--- config.mk ---
export PLATFORM = sky130hd
export DESIGN_NAME = lru_reply_watermark_table
export DESIGN_NICKNAME = d
export VERILOG_FILES = /design/src/hw/rtl/lrwt_pkg.sv /design/src/hw/rtl/lrwt_ram.sv /design/src/hw/rtl/lru_reply_watermark_table.sv
export SDC_FILE = /design/constraint.sdc
export NUM_CORES = 2
export LEC_CHECK = 0
export BUFFER_PORTS_ARGS = -buffer_cell sky130_fd_sc_hd__buf_2
export CELL_PAD_IN_SITES_DETAIL_PLACEMENT = 1
export CELL_PAD_IN_SITES_GLOBAL_PLACEMENT = 1
export CORE_MARGIN = 8
export CORE_UTILIZATION = 56
export DETAILED_ROUTE_END_ITERATION = 12
export GPL_ROUTABILITY_DRIVEN = 0
export PLACE_DENSITY_LB_ADDON = 0.1
export SYNTH_ARGS = -nofsm -noshare
export SYNTH_HDL_FRONTEND = slang
export SYNTH_SLANG_ARGS = --single-unit
export TNS_END_PERCENT = 10
--- constraint.sdc ---
create_clock -name clk -period 17.79 [get_ports clk]
set_input_delay 0 -clock clk [delete_from_list [all_inputs] [get_ports clk]]
set_output_delay 0 -clock clk [all_outputs]
set_load 0.03 [all_outputs]
--- src/hw/rtl/lrwt_pkg.sv ---
// shared types, constants and helpers for the lru reply watermark table
// no dependencies; imported by the top level
package lrwt_pkg;

	localparam int CAPACITY     = 16;
	localparam int MAX_ID_BYTES = 8;

	localparam int IDX_W = (CAPACITY > 1) ? $clog2(CAPACITY) : 1;
	localparam int LEN_W = $clog2(MAX_ID_BYTES + 1);
	localparam int KEY_W = 64;
	localparam int ROW_W = 64;
	localparam int USE_W = 64;
	localparam int RAW_LEN_W = 8;

	localparam logic OP_RECORD = 1'b0;
	localparam logic OP_QUERY  = 1'b1;

	typedef struct packed {
		logic [KEY_W-1:0] key;
		logic [LEN_W-1:0] len;
		logic [ROW_W-1:0] wm;
		logic [USE_W-1:0] last_use;
	} entry_t;

	localparam int ENTRY_W = $bits(entry_t);

	typedef enum logic [1:0] {
		ST_IDLE,
		ST_SCAN,
		ST_DRAIN,
		ST_FINISH
	} state_t;

	// saturate the raw length to the key size
	function automatic logic [LEN_W-1:0] eff_len(input logic [RAW_LEN_W-1:0] raw);
		logic [LEN_W-1:0] len;
		if (raw > RAW_LEN_W'(MAX_ID_BYTES)) begin
			len = LEN_W'(MAX_ID_BYTES);
		end else begin
			len = raw[LEN_W-1:0];
		end
		return len;
	endfunction

	// keep only the bytes below the effective length
	function automatic logic [KEY_W-1:0] key_mask(input logic [LEN_W-1:0] len);
		logic [KEY_W-1:0] mask;
		for (int b = 0; b < KEY_W / 8; b++) begin
			mask[b*8 +: 8] = (b < int'(len)) ? 8'hff : 8'h00;
		end
		return mask;
	endfunction

endpackage

--- src/hw/rtl/lrwt_ram.sv ---
// generic single-write, single-read ram with registered read data
// no dependencies
module lrwt_ram #(
	parameter int WIDTH = 8,
	parameter int DEPTH = 16,
	parameter int AW    = (DEPTH > 1) ? $clog2(DEPTH) : 1
) (
	input  logic             clk,
	input  logic             we,
	input  logic [AW-1:0]    waddr,
	input  logic [WIDTH-1:0] wdata,
	input  logic             re,
	input  logic [AW-1:0]    raddr,
	output logic [WIDTH-1:0] rdata
);

	logic [WIDTH-1:0] mem_q [DEPTH];
	logic [WIDTH-1:0] rdata_q;

	always_ff @(posedge clk) begin
		if (we) begin
			mem_q[waddr] <= wdata;
		end
		if (re) begin
			rdata_q <= mem_q[raddr];
		end
	end

	assign rdata = rdata_q;

endmodule

--- src/hw/rtl/lru_reply_watermark_table.sv ---
// Keyed reply table of CAPACITY entries with LRU replacement and a per-key
// row id watermark. The entry memory has one read port, so one entry is
// examined per cycle for match and LRU age; then a drain state closes the
// last comparison and a finish state writes back and loads the result once
// the output register is free; only a record with a positive row id is written.
// in_stall is high while an item is at work; the result sits in an output
// register, so a new item is taken while the previous result still waits.
// Valid bits live in flip-flops cleared by reset, so no clearing pass is run.
// depends on lrwt_pkg and lrwt_ram
module lru_reply_watermark_table (
	input  logic                           clk,
	input  logic                           arst_n,
	input  logic                           in_valid,
	output logic                           in_stall,
	input  logic                           operation,
	input  logic [lrwt_pkg::KEY_W-1:0]     chat_key,
	input  logic [lrwt_pkg::RAW_LEN_W-1:0] chat_len,
	input  logic signed [lrwt_pkg::ROW_W-1:0] row_id,
	output logic                           out_valid,
	input  logic                           out_stall,
	output logic                           already_replied,
	output logic                           entry_found,
	output logic                           accepted
);

	import lrwt_pkg::*;

	state_t state_q, state_d;

	logic [IDX_W-1:0] cnt_q;
	logic [CAPACITY-1:0] valid_q;
	logic [USE_W-1:0] use_counter_q;

	// item under work
	logic op_q;
	logic [KEY_W-1:0] key_q;
	logic [LEN_W-1:0] len_q;
	logic [ROW_W-1:0] row_q;

	// scan results
	logic found_q;
	logic [IDX_W-1:0] slot_q;
	logic [ROW_W-1:0] wm_q;
	logic [IDX_W-1:0] lru_idx_q;
	logic [USE_W-1:0] lru_use_q;

	logic cmp_s1;
	logic [IDX_W-1:0] idx_s1;

	logic out_valid_q, replied_q, found_out_q, accepted_q;

	logic in_take, ram_re, ram_we, load_out, out_free;
	logic [ENTRY_W-1:0] ram_rdata;
	entry_t rd_entry, wr_entry;
	logic [IDX_W-1:0] wr_idx, free_idx;
	logic free_any, hit, row_pos;
	logic [ROW_W-1:0] new_wm;
	logic [USE_W-1:0] next_use;

	lrwt_ram #(
		.WIDTH(ENTRY_W),
		.DEPTH(CAPACITY)
	) u_entry_ram (
		.clk  (clk),
		.we   (ram_we),
		.waddr(wr_idx),
		.wdata(wr_entry),
		.re   (ram_re),
		.raddr(cnt_q),
		.rdata(ram_rdata)
	);

	assign rd_entry = entry_t'(ram_rdata);
	assign hit = valid_q[idx_s1] && (rd_entry.len == len_q) && (rd_entry.key == key_q);
	assign row_pos = !row_q[ROW_W-1] && (|row_q);
	assign out_free = !out_valid_q || !out_stall;
	assign next_use = use_counter_q + USE_W'(1);

	// lowest free entry
	always_comb begin
		free_idx = '0;
		free_any = 1'b0;
		for (int i = CAPACITY - 1; i >= 0; i--) begin
			if (!valid_q[i]) begin
				free_idx = IDX_W'(i);
				free_any = 1'b1;
			end
		end
	end

	always_comb begin
		if (found_q) begin
			wr_idx = slot_q;
		end else if (free_any) begin
			wr_idx = free_idx;
		end else begin
			wr_idx = lru_idx_q;
		end
		if (found_q && ($signed(wm_q) >= $signed(row_q))) begin
			new_wm = wm_q;
		end else begin
			new_wm = row_q;
		end
		wr_entry.key = key_q;
		wr_entry.len = len_q;
		wr_entry.wm = new_wm;
		wr_entry.last_use = next_use;
	end

	// next state
	always_comb begin
		state_d = state_q;
		unique case (state_q)
			ST_IDLE: begin
				if (in_valid) state_d = ST_SCAN;
			end
			ST_SCAN: begin
				if (cnt_q == IDX_W'(CAPACITY - 1)) state_d = ST_DRAIN;
			end
			ST_DRAIN: begin
				state_d = ST_FINISH;
			end
			ST_FINISH: begin
				if (out_free) state_d = ST_IDLE;
			end
			default: state_d = ST_IDLE;
		endcase
	end

	// control outputs
	always_comb begin
		in_stall = 1'b1;
		ram_re = 1'b0;
		ram_we = 1'b0;
		load_out = 1'b0;
		unique case (state_q)
			ST_IDLE: begin
				in_stall = 1'b0;
			end
			ST_SCAN: begin
				ram_re = 1'b1;
			end
			ST_DRAIN: begin
			end
			ST_FINISH: begin
				load_out = out_free;
				ram_we = out_free && row_pos && (op_q == OP_RECORD);
			end
			default: begin
			end
		endcase
	end

	assign in_take = in_valid && !in_stall;

	always_ff @(posedge clk or negedge arst_n) begin
		if (!arst_n) begin
			state_q <= ST_IDLE;
			cnt_q <= '0;
			valid_q <= '0;
			use_counter_q <= '0;
			cmp_s1 <= 1'b0;
			found_q <= 1'b0;
			out_valid_q <= 1'b0;
		end else begin
			state_q <= state_d;
			cmp_s1 <= ram_re;
			if (in_take) begin
				cnt_q <= '0;
				found_q <= 1'b0;
			end else if (ram_re) begin
				cnt_q <= cnt_q + IDX_W'(1);
			end
			if (cmp_s1 && hit && !found_q) begin
				found_q <= 1'b1;
			end
			if (ram_we) begin
				valid_q[wr_idx] <= 1'b1;
				use_counter_q <= next_use;
			end
			if (load_out) begin
				out_valid_q <= 1'b1;
			end else if (!out_stall) begin
				out_valid_q <= 1'b0;
			end
		end
	end

	always_ff @(posedge clk) begin
		if (in_take) begin
			op_q <= operation;
			len_q <= eff_len(chat_len);
			key_q <= chat_key & key_mask(eff_len(chat_len));
			row_q <= row_id;
		end
		idx_s1 <= cnt_q;
		if (cmp_s1) begin
			if (hit && !found_q) begin
				slot_q <= idx_s1;
				wm_q <= rd_entry.wm;
			end
			// strict compare keeps the lowest index on a tie
			if ((idx_s1 == '0) || (rd_entry.last_use < lru_use_q)) begin
				lru_idx_q <= idx_s1;
				lru_use_q <= rd_entry.last_use;
			end
		end
		if (load_out) begin
			accepted_q <= row_pos;
			found_out_q <= row_pos && found_q;
			replied_q <= row_pos && (op_q == OP_QUERY) && found_q
				&& ($signed(wm_q) >= $signed(row_q));
		end
	end

	assign out_valid = out_valid_q;
	assign already_replied = replied_q;
	assign entry_found = found_out_q;
	assign accepted = accepted_q;

	// a write-back leaves its entry valid
	a_write_sets_valid: assert property (@(posedge clk) disable iff (!arst_n)
		ram_we |=> valid_q[$past(wr_idx)])
		else $error("entry not valid after write-back");

	// a matched entry must be a valid one when the result is formed
	a_found_is_valid: assert property (@(posedge clk) disable iff (!arst_n)
		(state_q == ST_FINISH && found_q) |-> valid_q[slot_q])
		else $error("match points at an invalid entry");

	// each record write advances the sequence counter by one; nothing else moves it
	a_counter_moves_on_write: assert property (@(posedge clk) disable iff (!arst_n)
		ram_we |=> (use_counter_q == $past(use_counter_q) + USE_W'(1)))
		else $error("use counter did not advance on record");

	// nothing is accepted while an item is at work
	a_no_take_when_busy: assert property (@(posedge clk) disable iff (!arst_n)
		(state_q != ST_IDLE) |-> in_stall)
		else $error("input taken while busy");

endmodule
==> flow_metrics.env <==
export IMPL_gr_usage_met3=0.0341
export IMPL_finalSetupTns_ns=0
export IMPL_clock_latency_ns=0.94
export IMPL_syn_inst=6094
export IMPL_top_usage_layer="met2"
export IMPL_postLayoutCoreUtil=0.644
export IMPL_gr_total_overflow=0
export IMPL_final_common_cell="edfxtp_1"
export IMPL_synth_edf_count=3604
export IMPL_drive_gt1_frac=0.265
export IMPL_netlist_area_sq_um=142000
export IMPL_met1_usage=0.373
export IMPL_rsz0062_at_grt="false"
export IMPL_drv_cap=0
export IMPL_post_cts_buffers=0
export IMPL_cp_max_fo=47
export IMPL_final_cell_mix="edfxtp_1 (3604), mux4_2 (985), clkbuf_16 (388)"
export IMPL_ant_nets=0
export IMPL_start_util=0.564
export IMPL_finalSetupViolCount=0
export IMPL_critPathMaxStageDelay_ns=1.08
export IMPL_cts_htree_levels=5
export IMPL_grt_pass1_vias=72000
export IMPL_crit_chain="buf_4 > buf_4 > buf_4 > buf_4 > mux4_2 > mux4_2"
export IMPL_cp_end_kind="flip-flop"
export IMPL_hold_viol=0
export IMPL_synth_fp_nets=6369
export IMPL_hold_ws_ns=0.0691
export IMPL_cts_buffers=385
export IMPL_cts_buffer_depth=4
export IMPL_nNetsFinal=7102
export IMPL_min_path_type="in -> reg"
export IMPL_core_area_sq_um=252000
export IMPL_max_slew_margin=0.0819
export IMPL_yosysSeqAreaShare=0.779
export IMPL_dieArea_sq_um=270000
export IMPL_wl_per_cell_microns=33.7
export IMPL_drt_pass1_iter_count=5
export IMPL_io_pins=146
export IMPL_fp_dieW_microns=519
export IMPL_syn_area_per_cell_sq_um=23.3
export IMPL_drt_initial_drc_count=6992
export IMPL_cp_num_buf_inv=4
export IMPL_critical_path_class="reg -> reg"
export IMPL_grt_max_degree=147
export IMPL_cts_tree="yes"
export IMPL_irDropWorstVdd_mv=0.111
export IMPL_clockRootBuffer="clkbuf_16"
export IMPL_antenna_found_initial=7
export IMPL_slowest_stage="dfrtp_4"
export IMPL_drc=0
export IMPL_wirelength_mm=353
export IMPL_async_flop_share=0.0241
export IMPL_status="complete, no violations"
export IMPL_p_leak_nw=49.6
export IMPL_row_count=184
export IMPL_routed_via_count=67000
export IMPL_grt_usage=0.259
export IMPL_power_density_nw_per_um2=139
export IMPL_clk_pin_slew_worst_paths_ns=0.06
export IMPL_area_growth_pct=14.3
export IMPL_synth_seq_cells=3697
export IMPL_clock_skew_ns=0.0398
export IMPL_gr_usage_met2=0.437
export IMPL_synth_warnings=0
export IMPL_maxSlewViolCount=0
export IMPL_fillers=19700
export IMPL_grt_pass1_wl_mm=510
export IMPL_worstMarginPinSlew_ns=1.37
export IMPL_synth_main_ff_cell="edfxtp_1"
export IMPL_clkSinkCount=3697
export IMPL_crit_family="buffers and inverters"
export IMPL_dp_hpwl_mm=183
export IMPL_io_buffers=145
export IMPL_synth_cell_types=67
export IMPL_worstPathRequired_ns=18.44
export IMPL_final_min_clock_period_ns=5.91
export IMPL_crit_top_cell="buf_4"
export IMPL_fin_crit_sh=0.332
export IMPL_via_per_inst=6.40
export IMPL_critPathLaunchType="flip-flop"
export IMPL_cp_data_arrival_time_ns=6.55
export IMPL_timing_fmax_mhz=169
export IMPL_die_h_microns=519
[worst paths after layout]
| kind | startpoint | endpoint | slack (ns) | depth (start not counted) |
|---|---|---|---|---|
| worst max-delay path | cnt_q[0] | u_entry_ram.rdata[166] | 11.88 | 6 |
| worst min-delay path | chat_key[26] | key_q[26] | 0.07 | 3 |
| worst max register to register | cnt_q[0] | u_entry_ram.rdata[166] | 11.88 | 6 |
| worst min register to register | u_entry_ram.rdata[73] | wm_q[9] | 0.41 | 0 |
| max in group asynchronous | arst_n | cnt_q[3] | 16.65 | 4 |
| min in group asynchronous | arst_n | use_counter_q[17] | 0.22 | 4 |
[cell families (layout without fill, tap and decap cells)]
| kind of cell | after synthesis | count (layout) | share of synthesized area |
|---|---|---|---|
| AND/OR/NAND/NOR | 458 | 458 | 0.0170 |
| XOR/XNOR | 193 | 193 | 0.0119 |
| adder cells (fa/ha/maj) | 134 | 134 | 0.0118 |
| multiplexers | 1050 | 1050 | 0.162 |
| flip-flops | 3697 | 3697 | 0.779 |
| buffers and inverters | 407 | 1434 | 0.0111 |
| AO/OA/AOI/OAI | 155 | 155 | 0.00752 |
| other | 0 | 4 | 0 |
[per-stage QoR]
step                      setup WS [ns]  cell area (sq um)  instances  total power, mW
after floorplan                    1.94             142000       6094             13.8
after global placement            11.50             147000       9480             15.0
after detailed placement          11.64             147000       9481             15.1
after CTS                         11.60             162000      10500             22.7
after global routing              11.28             162000      10500             23.3
final                             11.88             162000      10500             22.5
[cells in the mapped netlist, drive strengths merged, types with 3 or more instances]
cell	count	area share
nand2	85	0.0022
o211ai	5	0.00026
a31o	3	0.00019
a21o	17	0.00090
o31ai	6	0.00041
dfrtp	89	0.016
edfxtp	3604	0.76
o31a	3	0.00019
mux4	985	0.16
a221oi	3	0.00019
mux2	64	0.0051
o21a	5	0.00026
ha	134	0.012
nand3	56	0.0020
dfxtp	4	0.00056
nor3	28	0.0010
a21oi	37	0.0013
nor2b	50	0.0022
nand2b	5	0.00022
nor4	35	0.0016
o21bai	10	0.00053
nand4	57	0.0025
buf	66	0.0021
inv	156	0.0041
and4	7	0.00043
o21ai	25	0.00088
clkbuf	185	0.0049
a22oi	3	0.00016
nor2	77	0.0020
and2	33	0.0015
and3	12	0.00056
a221o	3	0.00021
xor2	103	0.0064
a211oi	11	0.00058
xnor2	90	0.0056
a31oi	3	0.00013
[layout make-up]
| type | count | area (sq um) | share of cell area |
|---|---|---|---|
| inverter | 156 | 586 | 0.00361 |
| antenna | 4 | 10.0 | 0.0000617 |
| tap | 3348 | 4190 | 0.0258 |
| timing repair buffer | 597 | 5010 | 0.0309 |
| multi-input combinational | 1990 | 29900 | 0.185 |
| sequential | 3697 | 111000 | 0.682 |
| clock buffer | 482 | 10200 | 0.0626 |
| clock inverter | 199 | 1650 | 0.0102 |
[worst min-delay path, cell delays in order]
cell and delay, ns:
dlygate4sd3_1 0.52, buf_2 0.10, and2_1 0.20
[power breakdown]
group / total (mW) / switching, mW / internal (mW)
clock network: 7.63 / 3.22 / 4.41
registers: 10.9 / 0.425 / 10.4
logic: 4.03 / 2.15 / 1.88
total: 22.5 / 5.79 / 16.7
[registers in the layout, summed over array words and instances, names as in the netlist, 2 cells and up]
register and cells:
state_q 2, wm_q 64, slot_q 4, u_entry_ram.mem_q 3136, row_q 64, cnt_q 4
u_entry_ram.rdata 196, lru_use_q 64, idx_s1 4, valid_q 16, lru_idx_q 4, use_counter_q 64
len_q 4, key_q 64
[metal layers]
layer | up-vias | part of all wire
li1 | 27100 | -
met1 | 37000 | 0.42
met2 | 2440 | 0.50
met3 | 491 | 0.056
met4 | 0 | 0.019
met5 | - | 0
[timing repair]
| item | in CTS | in global routing |
|---|---|---|
| hold buffers | 305 | 0 |
| endpoints found under the setup margin | 0 | 0 |
| endpoints found under the hold margin | 227 | 0 |
| resized for setup | 0 | 0 |
Power figures use the tool's default switching activity.
